## src/hw/rtl/smac_sum_tree.sv

```systemverilog
// Registered binary adder tree, one register level per tree level.
module smac_sum_tree #(
   parameter int N  = 32,
   parameter int IW = 32
) (
   input  logic                                        clock,
   input  logic [IW-1:0]                               leaf_in [N],
   output logic [IW+((N > 1) ? $clog2(N) : 0)-1:0]     sum
);

   localparam int LEVELS = (N > 1) ? $clog2(N) : 0;
   localparam int P      = 1 << LEVELS;
   localparam int OW     = IW + LEVELS;

   logic [OW-1:0] leaf_w [P];

   // Leaves, padded with zeros up to a power of two
   for (genvar j = 0; j < P; j++) begin : g_leaf
      if (j < N) begin : g_used
         assign leaf_w[j] = OW'(leaf_in[j]);
      end else begin : g_pad
         assign leaf_w[j] = '0;
      end
   end

   if (P > 1) begin : g_tree
      logic [OW-1:0] sum_ff [1:P-1];

      // Heap-ordered nodes: node k adds nodes 2k and 2k+1
      for (genvar k = 1; k < P; k++) begin : g_node
         if (2 * k >= P) begin : g_bottom
            always_ff @(posedge clock) begin
               sum_ff[k] <= leaf_w[2*k-P] + leaf_w[2*k+1-P];
            end
         end else begin : g_inner
            always_ff @(posedge clock) begin
               sum_ff[k] <= sum_ff[2*k] + sum_ff[2*k+1];
            end
         end
      end

      assign sum = sum_ff[1];
   end else begin : g_single
      assign sum = leaf_w[0];
   end

endmodule

```

## config.mk

```make
export PLATFORM = sky130hd
export DESIGN_NAME = smac_sum_tree
export DESIGN_NICKNAME = d
export VERILOG_FILES = /design/src/hw/rtl/smac_sum_tree.sv
export SDC_FILE = /design/constraint.sdc
export NUM_CORES = 2
export LEC_CHECK = 0
export ABC_CLOCK_PERIOD_IN_PS = 3500
export BUFFER_PORTS_ARGS = -buffer_cell sky130_fd_sc_hd__clkbuf_2
export CORE_AREA = 4 4 417 419
export DETAILED_ROUTE_END_ITERATION = 8
export DIE_AREA = 0 0 421 423
export GPL_TIMING_DRIVEN = 0
export SLEW_MARGIN = 10
export SYNTH_ARGS = -nofsm -noshare
export SYNTH_HDL_FRONTEND = slang
export SYNTH_SLANG_ARGS = --single-unit
```

## constraint.sdc

```tcl
create_clock -name clock -period 3.5 [get_ports clock]
set_input_delay 0.175 -clock clock [delete_from_list [all_inputs] [get_ports clock]]
set_output_delay 0.175 -clock clock [all_outputs]
set_load 0.05 [all_outputs]
```

==> results_tabular.tex <==
\begin{tabular}{lr}
\hline
Metric & Value \\
\hline
\multicolumn{2}{l}{\textbf{Synth}} \\
\quad Sequential area share after synthesis & 30.53\% \\
\quad Async set-or-reset flop fraction in the synthesized netlist & 0\% \\
\quad Synth Cell Area & 0.06879 mm² \\
\quad Post-Synthesis Mean Instance Area & 8.990 µm² \\
\quad Dominant register cell in the synthesized netlist & sky130\_fd\_sc\_hd\_\_dfxtp\_1 \\
\quad Syn Nets & 9,725 \\
\quad Gate count of the mapped netlist & 7,651 \\
\quad Number of distinct library cell variants in the gate-level netlist after synthesis & 87 \\
\quad Number of flops mapped to enable cells by yosys & 0 \\
\quad Flip-flop and latch count after synthesis & 1,049 \\
\quad Ys Warns & 0 \\
\multicolumn{2}{l}{\textbf{Layout}} \\
\quad Biggest registers after layout & g\_tree.sum\_ff: 1049 flops \\
\quad Fraction of final layout cells sized beyond drive strength 1 & 14.37\% \\
\quad Commonest non-fill, non-tap cell in the layout & sky130\_fd\_sc\_hd\_\_dlygate4sd3\_1 \\
\quad Largest register FFs & 1,049 \\
\quad Leading cell types in the layout, fill and taps excluded & sky130\_fd\_sc\_hd\_\_dlygate4sd3\_1, sky130\_fd\_sc\_hd\_\_clkbuf\_2, sky130\_fd\_sc\_hd\_\_dfxtp\_1 \\
\quad Area Overhead vs Synth & 36.93\% \\
\quad Register ranked first by flip-flop count & g\_tree.sum\_ff \\
\quad Count of nets after finishing & 12,170 \\
\multicolumn{2}{l}{\textbf{Route}} \\
\quad Routed wire length & 234,200 µm \\
\quad Vias after detailed routing & 65,800 \\
\quad Remaining design rule violation count & 0 \\
\quad Wire length per cell & 18.82 µm \\
\quad Detailed Route Iter0 Violations & 3,109 \\
\quad Router iterations before antenna repair & 6 \\
\quad Remaining antenna violation count after routing & 0 \\
\quad Mean number of vias per cell & 5.288 \\
\multicolumn{2}{l}{\textbf{Floorplan}} \\
\quad Effective utilization at floorplan & 40.32\% \\
\quad Horizontal die dimension & 421 µm \\
\quad Die Outline Area & 0.1781 mm² \\
\quad Die H & 423 µm \\
\quad CORE AREA & 0.1706 mm² \\
\quad Number of placement rows & 152 \\
\quad Total I/O pin count & 1,062 \\
\multicolumn{2}{l}{\textbf{Critical path}} \\
\quad Delay of the slowest cell on the worst path & 0.59 ns \\
\quad Maximum fanout count along the critical path & 3 \\
\quad Startpoint class of the critical path & input port \\
\quad Most frequent CP cell & sky130\_fd\_sc\_hd\_\_dlygate4sd3\_1 \\
\quad Worst path arrival time & 4.10 ns \\
\quad Sort of element at the end of the critical path & flip-flop \\
\quad Critical setup path kind & in -> reg \\
\quad Required time worst endpoint & 4.15 ns \\
\quad Ordered list of cells on the worst path & dlygate4sd3\_1 -> clkbuf\_2 -> ha\_1 -> dlygate4sd3\_1 -> a21oi\_1 -> o21ai\_0 -> and3b\_2 -> a31oi\_2 -> o31a\_1 -> o41a\_1 -> o41ai\_2 -> a21o\_1 -> dlygate4sd3\_1 \\
\quad Critical-path top delay cell & sky130\_fd\_sc\_hd\_\_dlygate4sd3\_1 \\
\multicolumn{2}{l}{\textbf{STA}} \\
\quad Setup-failing EPs final & 0 \\
\quad Worst slew slack as a fraction of its limit & 46.47\% \\
\quad Transition time of the tightest slew-check pin & 0.8030 ns \\
\quad Max-slew violation count & 0 \\
\quad Hold WS & 0.03847 ns \\
\quad Total count of hold-check failures in the final report & 0 \\
\quad Min Clock Period, post-route & 3.454 ns \\
\quad Max Clk Rate & 0.2895 GHz \\
\quad Share of the clock period used by the worst path & 98.69\% \\
\quad Worst clock skew on the final layout & 0.03023 ns \\
\multicolumn{2}{l}{\textbf{Global route}} \\
\quad Congestion Overflow GR & 0 \\
\quad Vias in the first global route & 67,430 \\
\quad GR Util All Layers & 25.25\% \\
\quad Largest net degree at the start of global routing & 16 \\
\quad Number of antenna violations at the first check in global routing & 19 \\
\quad First-pass GRT wire length & 363,500 µm \\
\multicolumn{2}{l}{\textbf{Flow run}} \\
\quad Number of max-cap violations & 0 \\
\multicolumn{2}{l}{\textbf{Placed design}} \\
\quad Number of buffer cells added on primary ports & 1,061 \\
\quad Placer congestion estimate & 0.9595 \\
\quad HPWL Detailed & 185,700 µm \\
\multicolumn{2}{l}{\textbf{Power and ir drop}} \\
\quad Power density over the cells & 824.5 mW/mm² \\
\quad Total design power & 77,660 µW \\
\quad Worst IR Drop VDD & 0.5738 mV \\
\quad Leakage power & 0.04422 µW \\
\multicolumn{2}{l}{\textbf{CTS}} \\
\quad Clk root buf & sky130\_fd\_sc\_hd\_\_clkbuf\_16 \\
\quad Maximum clock path buffer count & 3 \\
\quad Clock sink total & 1,049 \\
\quad Level count of the clock H-tree & 3 \\
\quad Number of buffers created by CTS & 116 \\
\quad Clock tree from TritonCTS & yes \\
\quad Worst-path clk slew & 0.06 ns \\
\quad Clock insertion delay at the later pin of the skew report & 0.72 ns \\
\multicolumn{2}{l}{\textbf{Outcome}} \\
\quad Status & complete, no violations \\
\multicolumn{2}{l}{\textbf{Hold path}} \\
\quad Type of the most critical hold path & in -> reg \\
\hline
\end{tabular}
[kinds of logic after synthesis]
family,Yosys count,share of synthesized area (%)
adder cells (fa/ha/maj),1049,19.42
AO/OA/AOI/OAI,2605,24.67
XOR/XNOR,881,11.22
flip-flops,1049,30.53
buffers and inverters,359,2.177
AND/OR/NAND/NOR,1708,11.99
[cell usage after synthesis (all sizes together) (72+ instances only)]
library cell  number  area, µm²
o21ai            441       2211
nor2b            103      644.4
clkbuf            72      270.3
inv              248      930.9
nor3             112      560.5
a21o             537       4035
nand3            150      750.7
xnor2            604       5290
nand2            453       1700
nand4             87      544.3
a31oi             82      528.0
o21a             140       1051
o21bai           116      870.8
ha              1018      12740
a211oi            73      568.1
xor2             277       2426
a21oi            813       4080
nand2b            96      600.6
dfxtp           1049      21000
nor2             443       1663
[report_power, final]
part / internal [µW] / total, µW / switching [µW]
logic: 19700 / 44800 / 25200
registers: 17100 / 19900 / 2750
clock network: 7820 / 12900 / 5120
[final timing paths]
path	from	endpoint	slack, ns	cells past startpoint
worst min register to register	g_tree.sum_ff[0][74]	g_tree.sum_ff[0][37]	0.46	1
worst max-delay path	leaf_in[483]	g_tree.sum_ff[1][328]	0.05	13
worst max register to register	g_tree.sum_ff[0][374]	g_tree.sum_ff[0][214]	0.16	11
worst min-delay path	leaf_in[264]	g_tree.sum_ff[1][415]	0.04	3
[per-stage QoR]
step | worst slack (ns) | std cells | cell area, µm² | TNS (ns) | utilization [%]
final | 0.04599 | 12440 | 94190 | 0 | 55.21
after detailed placement | -0.3748 | 10950 | 76890 | -1.760 | 45.07
after global placement | -0.3347 | 10950 | 76890 | -1.636 | 45.07
after floorplan | 0.5807 | 7651 | 68790 | 0 | -
after global routing | -0.01132 | 12430 | 94170 | -0.01132 | 55.20
after CTS | 0.003538 | 12420 | 93630 | 0 | 54.89
[area by class of cell]
| cell class | count | area [µm²] |
|---|---|---|
| Sequential cell | 1049 | 21000 |
| Clock inverter | 61 | 830.8 |
| Clock buffer | 156 | 3304 |
| Multi-Input combinational cell | 6243 | 46760 |
| Buffer | 111 | 566.8 |
| Inverter | 248 | 930.9 |
| Tap cell | 2233 | 2794 |
| Fill cell | 15330 | 76410 |
| Antenna cell | 14 | 35.03 |
| Timing Repair Buffer | 2327 | 17960 |
[critical path, delay by kind of cell]
family,cells,cell delay (ns)
compound gates,7,1.59
fa+ha+maj,1,0.28
buf+inv,4,1.80
simple gates,1,0.24
[timing repair]
action | in CTS | in global routing
pin swaps | 1 | 16
hold endpoints to repair | 501 | 1
hold buffers | 1257 | 1
resized for setup | 4 | 93
buffers inserted | 1 | 7
gates cloned | 0 | 0
endpoints found under the setup margin | 4 | 88
[layer usage]
metal	up-vias	global-route usage (%)	wire length [µm]
li1	32960	-	-
met1	30570	29.84	98380
met2	1779	46.09	115500
met3	492	3.127	9293
met4	6	10.29	10980
met5	-	0	34
Note: power is estimated with default switching activity, not from simulation.
