--- src/hw/rtl/smac_pkg.sv ---
// Shared types and constants for the sliding median / absolute cost block.
package smac_pkg;

   // Field widths
   localparam int SAMPLE_W = 32;
   localparam int COST_W   = 36;
   localparam int LEN_W    = 6;

   // Window length after reset (before clamping to the window capacity)
   localparam logic [LEN_W-1:0] LEN_RESET = 6'd32;

   // Per-cycle command to the row of sorted cells
   typedef struct packed {
      logic clear;   // drop all samples
      logic del;     // remove the oldest sample, close the gap
      logic ins;     // insert the held sample at its sorted place
   } cell_ctl_type;

   // Sequencer states, one-hot
   typedef enum logic [4:0] {
      ST_IDLE   = 5'b00001,
      ST_INSERT = 5'b00010,
      ST_MEDIAN = 5'b00100,
      ST_SUM    = 5'b01000,
      ST_DONE   = 5'b10000
   } state_type;

endpackage

--- src/hw/rtl/smac_cell.sv ---
// One sorted cell: holds a sample and its age, shifts with its neighbors.
module smac_cell #(
   parameter int IDX = 0,
   parameter int AW  = 5
) (
   input  logic                               clock,
   input  logic                               reset,
   input  smac_pkg::cell_ctl_type             ctl,
   input  logic [smac_pkg::SAMPLE_W-1:0]      sample,
   input  logic [smac_pkg::SAMPLE_W-1:0]      evict_val,
   input  logic [AW-1:0]                      last_age,
   input  logic [AW-1:0]                      mid,
   input  logic [smac_pkg::SAMPLE_W-1:0]      med,
   // left neighbor (smaller side)
   input  logic [smac_pkg::SAMPLE_W-1:0]      left_val,
   input  logic                               left_valid,
   input  logic [AW-1:0]                      left_age,
   input  logic                               left_ge,
   // right neighbor (larger side)
   input  logic [smac_pkg::SAMPLE_W-1:0]      right_val,
   input  logic                               right_valid,
   input  logic [AW-1:0]                      right_age,
   output logic [smac_pkg::SAMPLE_W-1:0]      val,
   output logic                               valid,
   output logic [AW-1:0]                      age,
   output logic                               ge,
   output logic [smac_pkg::SAMPLE_W-1:0]      evict_tap,
   output logic [smac_pkg::SAMPLE_W-1:0]      med_tap,
   output logic [smac_pkg::SAMPLE_W-1:0]      diff
);

   logic [smac_pkg::SAMPLE_W-1:0] val_ff, val_in;
   logic                          valid_ff, valid_in;
   logic [AW-1:0]                 age_ff, age_in;
   logic [smac_pkg::SAMPLE_W-1:0] diff_ff, diff_in;
   logic                          shift_del;
   logic                          is_oldest;

   // Empty cells count as larger than anything
   assign ge        = !valid_ff || (val_ff >= sample);
   assign is_oldest = valid_ff && (age_ff == last_age);
   // Equal values sit youngest first, so the oldest one closes its run
   assign shift_del = !valid_ff || (val_ff > evict_val) ||
                      ((val_ff == evict_val) && (age_ff == last_age));

   // Next content of the cell
   always_comb begin
      val_in   = val_ff;
      valid_in = valid_ff;
      age_in   = age_ff;
      if (ctl.clear) begin
         valid_in = 1'b0;
      end else if (ctl.del && shift_del) begin
         val_in   = right_val;
         valid_in = right_valid;
         age_in   = right_age;
      end else if (ctl.ins) begin
         if (left_ge) begin
            val_in   = left_val;
            valid_in = left_valid;
            age_in   = left_age + AW'(1);
         end else if (ge) begin
            val_in   = sample;
            valid_in = 1'b1;
            age_in   = '0;
         end else begin
            age_in   = age_ff + AW'(1);
         end
      end
   end

   // Distance to the median, zero for empty cells
   always_comb begin
      if (!valid_ff) begin
         diff_in = '0;
      end else if (val_ff >= med) begin
         diff_in = val_ff - med;
      end else begin
         diff_in = med - val_ff;
      end
   end

   always_ff @(posedge clock) begin
      if (reset) begin
         valid_ff <= 1'b0;
      end else begin
         valid_ff <= valid_in;
      end
      val_ff  <= val_in;
      age_ff  <= age_in;
      diff_ff <= diff_in;
   end

   assign val       = val_ff;
   assign valid     = valid_ff;
   assign age       = age_ff;
   assign evict_tap = is_oldest ? val_ff : '0;
   assign med_tap   = (valid_ff && (mid == AW'(IDX))) ? val_ff : '0;
   assign diff      = diff_ff;

endmodule

--- config.mk ---
export PLATFORM = sky130hd
export DESIGN_NAME = smac_cell
export DESIGN_NICKNAME = d
export VERILOG_FILES = /design/src/hw/rtl/smac_pkg.sv /design/src/hw/rtl/smac_cell.sv
export SDC_FILE = /design/constraint.sdc
export NUM_CORES = 1
export LEC_CHECK = 0
export BUFFER_PORTS_ARGS = -buffer_cell sky130_fd_sc_hd__buf_4
export CAP_MARGIN = 20
export CORE_ASPECT_RATIO = 1.4
export CORE_MARGIN = 2
export CORE_UTILIZATION = 51
export CTS_CLUSTER_DIAMETER = 120
export DETAILED_ROUTE_END_ITERATION = 10
export PLACE_DENSITY = 0.82
export SLEW_MARGIN = 40
export SYNTH_ARGS = -nofsm -noshare
export SYNTH_HDL_FRONTEND = slang
export SYNTH_SLANG_ARGS = --single-unit
--- constraint.sdc ---
create_clock -name clock -period 4.02 [get_ports clock]
set_input_delay 0 -clock clock [delete_from_list [all_inputs] [get_ports clock]]
set_output_delay 0 -clock clock [all_outputs]
set_load 0.03 [all_outputs]
==> results of run 1 <==
==> through the flow <==
step                std cells  power (W)  util (%)
floorplan                1090    0.00184         -
global placement         1572    0.00232      67.0
detailed placement       1572    0.00233      67.0
CTS                      1625    0.00336      71.4
global route             1625    0.00354      71.4
finish                   1625    0.00339      71.4
==> per-layer routing <==
layer	routed length (um)	part of all wire, %	vias up
li1	-	-	4530
met1	12600	38	4551
met2	16600	50	529
met3	2550	7.7	98
met4	1400	4.2	2
met5	10	0.030	-
==> cells by family after synthesis <==
logic type / Yosys count / share of synthesized area, %
flops: 70 / 20.6
compound gates: 299 / 22.9
fa+ha+maj: 131 / 19.2
buf+inv: 194 / 9.35
xor+xnor: 33 / 3.36
mux: 46 / 5.49
simple gates: 317 / 19.1
==> how the worst min path moves through the flow <==
stage	from	endpoint	slack [ps]	cells after the start
2_1_floorplan	reset	valid$_SDFFE_PP0P_	80	1
3_3_place_gp	reset	valid$_SDFFE_PP0P_	170	2
3_5_place_dp	reset	valid$_SDFFE_PP0P_	170	2
4_1_cts	left_val[5]	val[5]$_DFFE_PP_	6	3
5_1_grt	left_val[17]	val[17]$_DFFE_PP_	30	3
6_report	left_val[17]	val[17]$_DFFE_PP_	20	3
==> layout make-up <==
| type | count | area, sq um |
|---|---|---|
| multi-input cells | 826 | 6040 |
| clock inverters | 6 | 133 |
| fillers | 1289 | 4740 |
| well taps | 203 | 254 |
| inverters | 134 | 503 |
| flip-flops and latches | 70 | 1770 |
| repair buffers | 376 | 2930 |
| clock buffers | 10 | 239 |
==> repair_timing <==
item / CTS / global route
resized for setup: 0 / 0
buffers inserted: 0 / 0
hold buffers: 37 / 0
hold endpoints to repair: 36 / 0
==> worst max-delay path: cells and delay by family, from the launching register on <==
family / cells / cell delay [ps]
and+or+nand+nor: 1 / 110
AOI/OAI and AO/OA: 6 / 1570
DFF: 1 / 550
adders and majority gates: 1 / 470
muxes: 2 / 460
buffers and inverters: 1 / 330
==> cell usage in the layout, fill, tap and decap left out, types with 37 or more instances in the layout <==
cell and instances:
a21o_1 58, a21oi_1 87, and3_1 37, buf_4 338
dlygate4sd3_1 37, edfxtp_1 37, ha_1 129, inv_1 134
mux2i_1 43, nand2_1 75, nor2_1 67, o21ai_0 60
==> state kept, by name, indices dropped and copies added (netlist names) <==
| register | cells |
|---|---|
| age | 5 |
| diff | 32 |
| val | 32 |
| valid | 1 |
==> power groups by stage <==
stage	sequential, W	clock [W]	combinational, W
2_1_floorplan	0.000980	0	0.000859
3_3_place_gp	0.000901	0	0.00142
3_5_place_dp	0.000904	0	0.00143
4_1_cts	0.000889	0.00100	0.00147
5_1_grt	0.000895	0.00102	0.00162
6_report	0.000891	0.000993	0.00150
==> flow_summary.ini, run 1 <==
[sta]
hold_violations = 0
rsz0062_at_grt = false
fmax_ghz = 0.278
skew_ps = 7.65
fin_crit_ps = 3600
fin_ws_ps = 420
maxSlewViolCount = 0
finalSetupTns_ps = 0
holdWs_ps = 16.0
maxSlewHeadroom_pct = 52.5
setup-violations-final = 0
tightest_slew_ps = 712
finalCritPeriodShare_pct = 89.5

[power_and_ir_drop]
swShare_pct = 36.6
clkPwrFrac_pct = 29.3
p_int_w = 0.00215
p_switching_w = 0.00124
comb_power_share_pct = 44.3
leakage_nw = 6.28
seq_power_share_pct = 26.3
ir_drop_mv = 0.187
power_density_mw_per_mm2 = 285

[clock_network]
cts_buffer_depth = 2
clkTransAtPathRegs_ps = 60
cts_tree = done
numCtsBuffers = 9
cts_htree_levels = 3
clk_latency_ps = 350
cts_sinks = 70
root_buffer = clkbuf_16

[yosys]
syn_area_per_cell_sq_um = 7.88
synth_most_common_cell = inv_1
synthFlopType = edfxtp_1
synth_cells = 1090
synth.net_count = 1409
ys_ff_latch = 70
syn_area_sq_mm = 0.00859
yosysSeqAreaShare_pct = 20.6
synth.distinct_cells = 80
synth_common_cells = inv_1 (134), ha_1 (129), a21oi_1 (88), nand2_1 (75), nor2_1 (67)
synthArstFlopShare_pct = 0
yosys.area.top_type = ha_1
synth_top_cell_area_share_pct = 18.8
yosysWarnings = 0
synthTopCellsByArea = ha_1 (19%), edfxtp_1 (13%), dfxtp_1 (7.7%)
synth_edf_count = 37

[run]
cap_violations = 0

[global_routing]
grt_first_pass_wirelength_um = 50000
grt_max_degree = 50
antenna_found_initial = 1
grt.met3_usage_pct = 6.58
grt_usage_pct = 35.8
overflow = 0
busiest_layer = met2
grtUsageMet1_pct = 41.7
grt_util_met2_pct = 63.3
first_global_vias = 9424

[status]
outcome = finished clean

[setup_path]
crit_path_frequent_cell = a21oi_1
cp_cell_sequence = ha_1 -> a21oi_1 -> o21ai_0 -> a21oi_1 -> o21ai_2 -> o21ai_4 -> buf_4 -> mux2_2 -> nor2_1 -> mux2i_1 -> o311ai_1
slowest_delay_ps = 560
critPathMaxFanout = 19
crit_required_ps = 4270
cp-endpoint = diff[6]$_SDFF_PN0_
r2r_setup_slack_ps = 420
reg2reg_depth = 11
worst_setup_path_end_kind = flip-flop
cp_slowest_cell = o21ai_4
worstReg2RegStart = val[9]$_DFFE_PP_
r2r_end = diff[6]$_SDFF_PN0_
cp-start-kind = flip-flop
path_class = reg -> reg
cp-startpoint = val[9]$_DFFE_PP_
arrival_ps = 3850

[route]
firstDrtPassIters = 6
vias = 9710
drt-initial-drc-count = 683
drc = 0
via_per_inst = 5.98
drt_wl_total_um = 33200
ant_nets = 0
wl_per_cell_um = 20.4

[worst_hold_path]
hold_class = in -> reg

[floorplanning]
coreArea_sq_mm = 0.0166
die-area_sq_mm = 0.0179
start_util_pct = 51.8
num_io_pins = 323
die_w_um = 114
fp-row-count = 56
die_height_um = 158

[place]
place_ws_ps = 537
dp_hpwl_um = 26000
port_buffers = 322
gp_congestion = 0.993
placed_area_sq_mm = 0.0111

[cells_and_area]
antennaDiodeCount = 0
syn2layout_area_growth_pct = 38.0
drive_gt1_share_pct = 27.1
final_area_sq_mm = 0.0119
nets = 1736
(Power assumes the default switching activity.)
==> run 2, diff against run 1 <==
- ABC_AREA: default -> 1
- CORE_UTILIZATION: 51 -> 52
- PLACE_DENSITY: 0.82 -> 0.83
==> run 2 against run 1 <==
  * Final cell count rose by 16%
  * Non-clock buffer count decreased by 43
  * Clock skew about the same
  * Via count grew 3.9%
  * Global-route usage down 0.49 points
  * Sequential share of layout area is essentially flat
  * Wire length down 0.51%
  * Hold slack lost 6.8 ps
  * Synthesized cell count is 24% higher
==> flow_summary.ini, run 2 <==
[clock_network]
root_buffer = clkbuf_16
cts_sinks = 70
clkTransAtPathRegs_ps = 60
cts_htree_levels = 3
numCtsBuffers = 9
cts-resized-gates = 0
cts_tree = done
clk_latency_ps = 340
cts_buffer_depth = 2

[yosys]
ys_ff_latch = 70
synth.distinct_cells = 51
synth_edf_count = 37
synth_most_common_cell = nand2_1
synthArstFlopShare_pct = 0
syn_area_sq_mm = 0.00906
yosys.area.top_type = ha_1
synth_common_cells = nand2_1 (300), nor2_1 (184), inv_1 (178), ha_1 (129), a21oi_1 (124)
synth.net_count = 1667
synth_top_cell_area_share_pct = 17.8
synthFlopType = edfxtp_1
synth_cells = 1348
syn_area_per_cell_sq_um = 6.72
synthTopCellsByArea = ha_1 (18%), nand2_1 (12%), edfxtp_1 (12%)
yosysSeqAreaShare_pct = 19.6
yosysWarnings = 0

[setup_path]
r2r_setup_slack_ps = 910
path_class = reg -> reg
critPathMaxFanout = 19
reg2reg_depth = 12
cp-start-kind = flip-flop
arrival_ps = 3160
worst_setup_path_end_kind = flip-flop
crit_required_ps = 4070

[floorplanning]
die-area_sq_mm = 0.0185
start_util_pct = 52.7
coreArea_sq_mm = 0.0172
die_w_um = 116
die_height_um = 160
fp-row-count = 57
num_io_pins = 323

[sta]
fin_ws_ps = 913
setup-violations-final = 0
fmax_ghz = 0.322
rsz0062_at_grt = false
hold_violations = 0
finalSetupTns_ps = 0
maxSlewHeadroom_pct = 49.8
finalCritPeriodShare_pct = 77.3
tightest_slew_ps = 750
maxSlewViolCount = 0
holdWs_ps = 9.14
skew_ps = 7.27
fin_crit_ps = 3110

[route]
vias = 10100
drt-initial-drc-count = 650
top_layer = met4
drc = 0
drt_wl_total_um = 33000
wl_met1_um = 12300
wl_per_cell_um = 17.6
via_per_inst = 5.37
met3_length_um = 2080
firstDrtPassIters = 6
wl_met2_um = 17300
ant_nets = 0

[worst_hold_path]
hold_class = in -> reg
worstHoldPathCells = 3

[power_and_ir_drop]
ir_drop_mv = 0.195
leakage_nw = 6.24
power_density_mw_per_mm2 = 285

[global_routing]
antenna_found_initial = 0
grt_usage_pct = 35.3
grt_first_pass_wirelength_um = 51000
overflow = 0
grt_max_degree = 43
first_global_vias = 10100

[cells_and_area]
nets = 1956
antennaDiodeCount = 0
syn2layout_area_growth_pct = 30.6
fin_util_pct = 68.8
layout_commonest_cell = buf_4
layout_common_cells = buf_4 (329), nand2_1 (299), nor2_1 (183)
drive_gt1_share_pct = 25.0

[place]
port_buffers = 322
place_ws_ps = 1000
dp_hpwl_um = 27900
gp_congestion = 0.958

[status]
outcome = finished clean

[run]
cap_violations = 0
run 2: cell families after synthesis:
kind of cell,Yosys count,synth area share (%)
AND/OR/NAND/NOR,549,25.0
buffers and inverters,241,12.1
flip-flops,70,19.6
XOR/XNOR,64,6.19
AO/OA/AOI/OAI,293,18.9
adder cells (fa/ha/maj),131,18.3
run 2: timing repair:
action | in CTS | in global routing
hold buffers | 4 | 0
buffers inserted | 0 | 0
endpoints found under the hold margin | 3 | 0
run 2: where the power goes:
group | internal, W | switching (W) | leakage [nW]
Sequential | 0.000821 | 0.0000637 | 0.621
Clock | 0.000610 | 0.000333 | 0.168
Combinational | 0.000587 | 0.000961 | 5.46
run 2: per-stage QoR:
stage | cell area, sq um | cells | total power [W]
after global placement | 11400 | 1858 | 0.00240
final | 11800 | 1878 | 0.00337
after CTS | 11800 | 1878 | 0.00336
after global routing | 11800 | 1878 | 0.00357
after floorplan | 9060 | 1348 | 0.00193
after detailed placement | 11400 | 1858 | 0.00242
run 2: layer usage:
layer	GRT usage, %	vias to the layer above
met5	0	-
met2	65.3	438
met3	4.36	83
met1	39.8	4633
li1	-	4937
met4	14.6	0
run 2: cell type report:
type / instances / area (sq um)
multi-input cells: 1037 / 6210
fillers: 1536 / 5360
repair buffers: 333 / 2510
flip-flops and latches: 70 / 1770
inverters: 186 / 702
well taps: 236 / 295
clock buffers: 9 / 225
clock inverters: 7 / 120
run 2: worst paths after layout:
kind / start / end
max: val[7]$_DFFE_PP_ / val[30]$_DFFE_PP_
min: right_val[14] / val[14]$_DFFE_PP_
max reg2reg: val[7]$_DFFE_PP_ / val[30]$_DFFE_PP_
min reg2reg: valid$_SDFFE_PP0P_ / diff[1]$_SDFF_PN0_
run 2: worst max-delay path, stage by stage, from the launching register on:
cell	delay, ps
edfxtp_1	510
ha_1	350
nand2_1	70
nor2_1	170
nand4_1	180
nor2_1	210
a31oi_1	110
nand2_1	120
nand2_2	90
nand2_1	130
nand2_1	130
nor2_4	470
buf_4	270
